==> src/rtl/hashed_page_table_insert_unit_macros.svh <==
// Assertion macros shared by the hashed page table insert unit.
// No dependencies; included by the files that carry assertions.
`ifndef HASHED_PAGE_TABLE_INSERT_UNIT_MACROS_SVH
`define HASHED_PAGE_TABLE_INSERT_UNIT_MACROS_SVH

// Same-cycle implication, disabled during reset.
`define HPT_ASSERT_NOW(label, clk, rst, ante, cons, msg) \
  label: assert property (@(posedge clk) disable iff (rst) (ante) |-> (cons)) \
    else $error(msg);

// Next-cycle implication, disabled during reset.
`define HPT_ASSERT_NEXT(label, clk, rst, ante, cons, msg) \
  label: assert property (@(posedge clk) disable iff (rst) (ante) |=> (cons)) \
    else $error(msg);

`endif

==> src/rtl/hpt_pkg.sv <==
// Types and constants for the hashed page table insert unit.
// No dependencies; imported by hpt_slot_pick, the top level and the testbench.
package hpt_pkg;

  localparam int unsigned HASH_W = 19;
  localparam int unsigned VSID_W = 24;
  localparam int unsigned SLOTS  = 8;
  localparam int unsigned SLOT_W = 3;

  typedef struct packed {
    logic [31:0] segment_word;
    logic [19:0] effective_page;
    logic [19:0] physical_page;
    logic [3:0]  wimg_bits;
    logic [1:0]  protect_bits;
  } hpt_req_t;

  typedef struct packed {
    logic        inserted;
    logic        used_secondary;
    logic [15:0] entry_byte_offset;
    logic [31:0] entry_high_word;
    logic [31:0] entry_low_word;
  } hpt_rsp_t;

  // Outcome of one free-slot search over a group's valid byte.
  typedef struct packed {
    logic              found;
    logic [SLOT_W-1:0] slot;
    logic [SLOTS-1:0]  new_mask;
  } hpt_pick_t;

endpackage

==> src/rtl/hpt_slot_pick.sv <==
// Lowest-free-slot search over one group's valid byte, shared by both groups.
// Depends on hpt_pkg.
module hpt_slot_pick (
  input  logic [hpt_pkg::SLOTS-1:0] mask,
  output hpt_pkg::hpt_pick_t        pick
);
  import hpt_pkg::*;

  always_comb begin
    pick.found    = 1'b0;
    pick.slot     = '0;
    pick.new_mask = mask;
    // scan from the top so the lowest free slot wins
    for (int i = SLOTS - 1; i >= 0; i--) begin
      if (!mask[i]) begin
        pick.found    = 1'b1;
        pick.slot     = SLOT_W'(i);
        pick.new_mask = mask | (SLOTS'(1) << i);
      end
    end
  end

endmodule

==> config.mk <==
export PLATFORM = sky130hd
export DESIGN_NAME = hpt_slot_pick
export DESIGN_NICKNAME = d
export VERILOG_FILES = /design/src/rtl/hashed_page_table_insert_unit_macros.svh /design/src/rtl/hpt_pkg.sv /design/src/rtl/hpt_slot_pick.sv
export SDC_FILE = /design/constraint.sdc
export NUM_CORES = 1
export LEC_CHECK = 0
export BUFFER_PORTS_ARGS = -buffer_cell sky130_fd_sc_hd__clkbuf_2
export CORE_AREA = 2 2 39 41
export DETAILED_ROUTE_END_ITERATION = 8
export DIE_AREA = 0 0 41 43
export GPL_TIMING_DRIVEN = 0
export PLACE_DENSITY = 0.33
export SETUP_SLACK_MARGIN = 0.05
export SLEW_MARGIN = 20
export SYNTH_ARGS = -nofsm -noshare
export SYNTH_HDL_FRONTEND = slang
export SYNTH_SLANG_ARGS = --single-unit
==> constraint.sdc <==
create_clock -name vclk -period 0.8
set_input_delay 0.08 -clock vclk [all_inputs]
set_output_delay 0.08 -clock vclk [all_outputs]
set_load 0.01 [all_outputs]
==> flow_summary.yaml <==
run_status:
  outcome: "completed"
sta:
  fin_crit_ns: 0.770
  timing.final.crit_share: 0.962
  slew_viol_final: 0
  rsz0062_at_grt: "true"
  fmax_mhz: 1300
  setup_viol: 0
  hold_viol: 0
  whs_ns: 0.457
  setup_ws_ns: 0.0301
placement:
  dp_slack_ns: -0.107
  place_area_um2: 265
  dp_hpwl_um: 436
  port_buffers: 19
  gp_congestion: 0.569
die:
  io-pin-count: 20
  initial_core_util: 0.108
  dieArea_um2: 1760
  die_w_um: 41
  core_um2: 1380
  fp.dieH_um: 43
  rows: 14
routing:
  viasPerCell: 3.97
  num_vias: 238
  drc_errors: 0
  ant_nets: 0
  wl_per_cell_um: 9.30
  wirelength_um: 558
  first_pass_iters: 2
  dr.first_iter.drc_count: 1
worst_setup_path:
  cp-end-kind: "output port"
  crit_type: "in2out"
  worstPathArrival_ns: 0.69
  cp_max_fo: 7
  cp_data_required_time_ns: 0.72
  start_kind: "input port"
yosys:
  syn_inst: 24
  yosys_warnings: 0
  synthTopCellsByCount: "inv_1, nand2_1, o21ai_0"
  synth.distinct_cells: 17
  synth_area_um2: 150
  post-synth-top-area-fraction: 0.100
  yosys-top-cells-area: "o21ai_0, a21o_1, nand4_2"
  synth_top_cell_by_area: "o21ai_0"
  synth.net_count: 32
  synth_seq_area_share: 0
  avgSynthCellArea_um2: 6.26
final_layout:
  syn2layout_area_growth_pct: 157
  seq_cells: 0
  seq_area_um2: 0
  n_fill_cell: 164
  drive_above_1_share: 0.636
  nets: 54
  clock_buffers: 0
  diodes: 0
  stdcell_area_um2: 385
min_path:
  whs_endpoint: "pick[11]"
  holdPathStages: 3
  hp-class: "in2out"
  holdCritStartpoint: "mask[6]"
power_and_ir_drop:
  p_leak_nw: 0.198
  power.total_w: 0.000192
  powerDensity_nw_per_um2: 499
  ir_drop_mv: 0.138
grt:
  grt_usage: 0.0619
  grt_antenna_before_repair: 0
  grt_start_max_net_pins: 8
  grt-ovfl-total: 0
  grt_first_pass_wirelength_um: 828
  grt_pass1_vias: 203
run:
  cap_violations: 0
critical path, stage by stage:
cell and delay [ns]:
clkbuf_16 0.13, nand3b_1 0.07, o21ai_1 0.06, a41o_2 0.22
clkbuf_2 0.12
area by class of cell:
class | count | area (um2) | share of cell area
repair buffers | 20 | 199 | 0.516
multi-input cells | 20 | 148 | 0.383
well taps | 16 | 20.0 | 0.0519
inverters | 3 | 11.3 | 0.0292
plain buffers | 1 | 7.51 | 0.0195
through the flow:
stage	TNS, ns	instances	utilization
6_report	0	60	0.278
5_1_grt	-0.0765	60	0.278
4_1_cts	0	60	0.278
3_5_place_dp	-0.431	59	0.192
3_3_place_gp	-0.428	59	0.192
2_1_floorplan	0	24	-
power breakdown:
part | switching (W) | internal (W) | total, W
registers | 0 | 0 | 0
clock network | 0 | 0 | 0
logic | 0.0000821 | 0.000110 | 0.000192
layer usage:
metal	part of all wire	vias to the layer above	routed length, um	GRT usage
met1	0.41	99	230	0.0759
met3	0.099	0	55	0.00524
li1	-	127	-	-
met2	0.49	12	272	0.116
met4	0	0	0	0
met5	0	-	0	0
cell families (layout without fill, tap and decap cells):
family | count (synthesis) | count (layout) | share of synthesized area
simple gates | 9 | 9 | 0.367
buf+inv | 4 | 24 | 0.125
other cells | 1 | 1 | 0.0250
compound gates | 10 | 10 | 0.483
cells in the final DEF (no fill, tap or decap), drive strengths merged, types with 2 or more instances in the layout:
| cell type | instances |
|---|---|
| a21o | 2 |
| buf | 4 |
| clkbuf | 17 |
| inv | 3 |
| nand2 | 3 |
| o21ai | 3 |
worst max-delay path by stage:
stage | slack, ns | end | cells past startpoint | from
2_1_floorplan | 0.17 | pick[9] | 3 | mask[5]
3_3_place_gp | -0.10 | pick[7] | 5 | mask[0]
3_5_place_dp | -0.11 | pick[7] | 5 | mask[0]
6_report | 0.03 | pick[8] | 5 | mask[0]
5_1_grt | -0.02 | pick[7] | 5 | mask[2]
4_1_cts | 0.03 | pick[8] | 5 | mask[0]
what timing repair did:
action,4_1_cts,5_1_grt
setup buffers,1,0
hold buffers,0,0
pin swaps,6,0
endpoints found under the setup margin,7,6
resized for setup,19,3
cloned,0,0
Note: power is estimated with default switching activity, not from simulation.
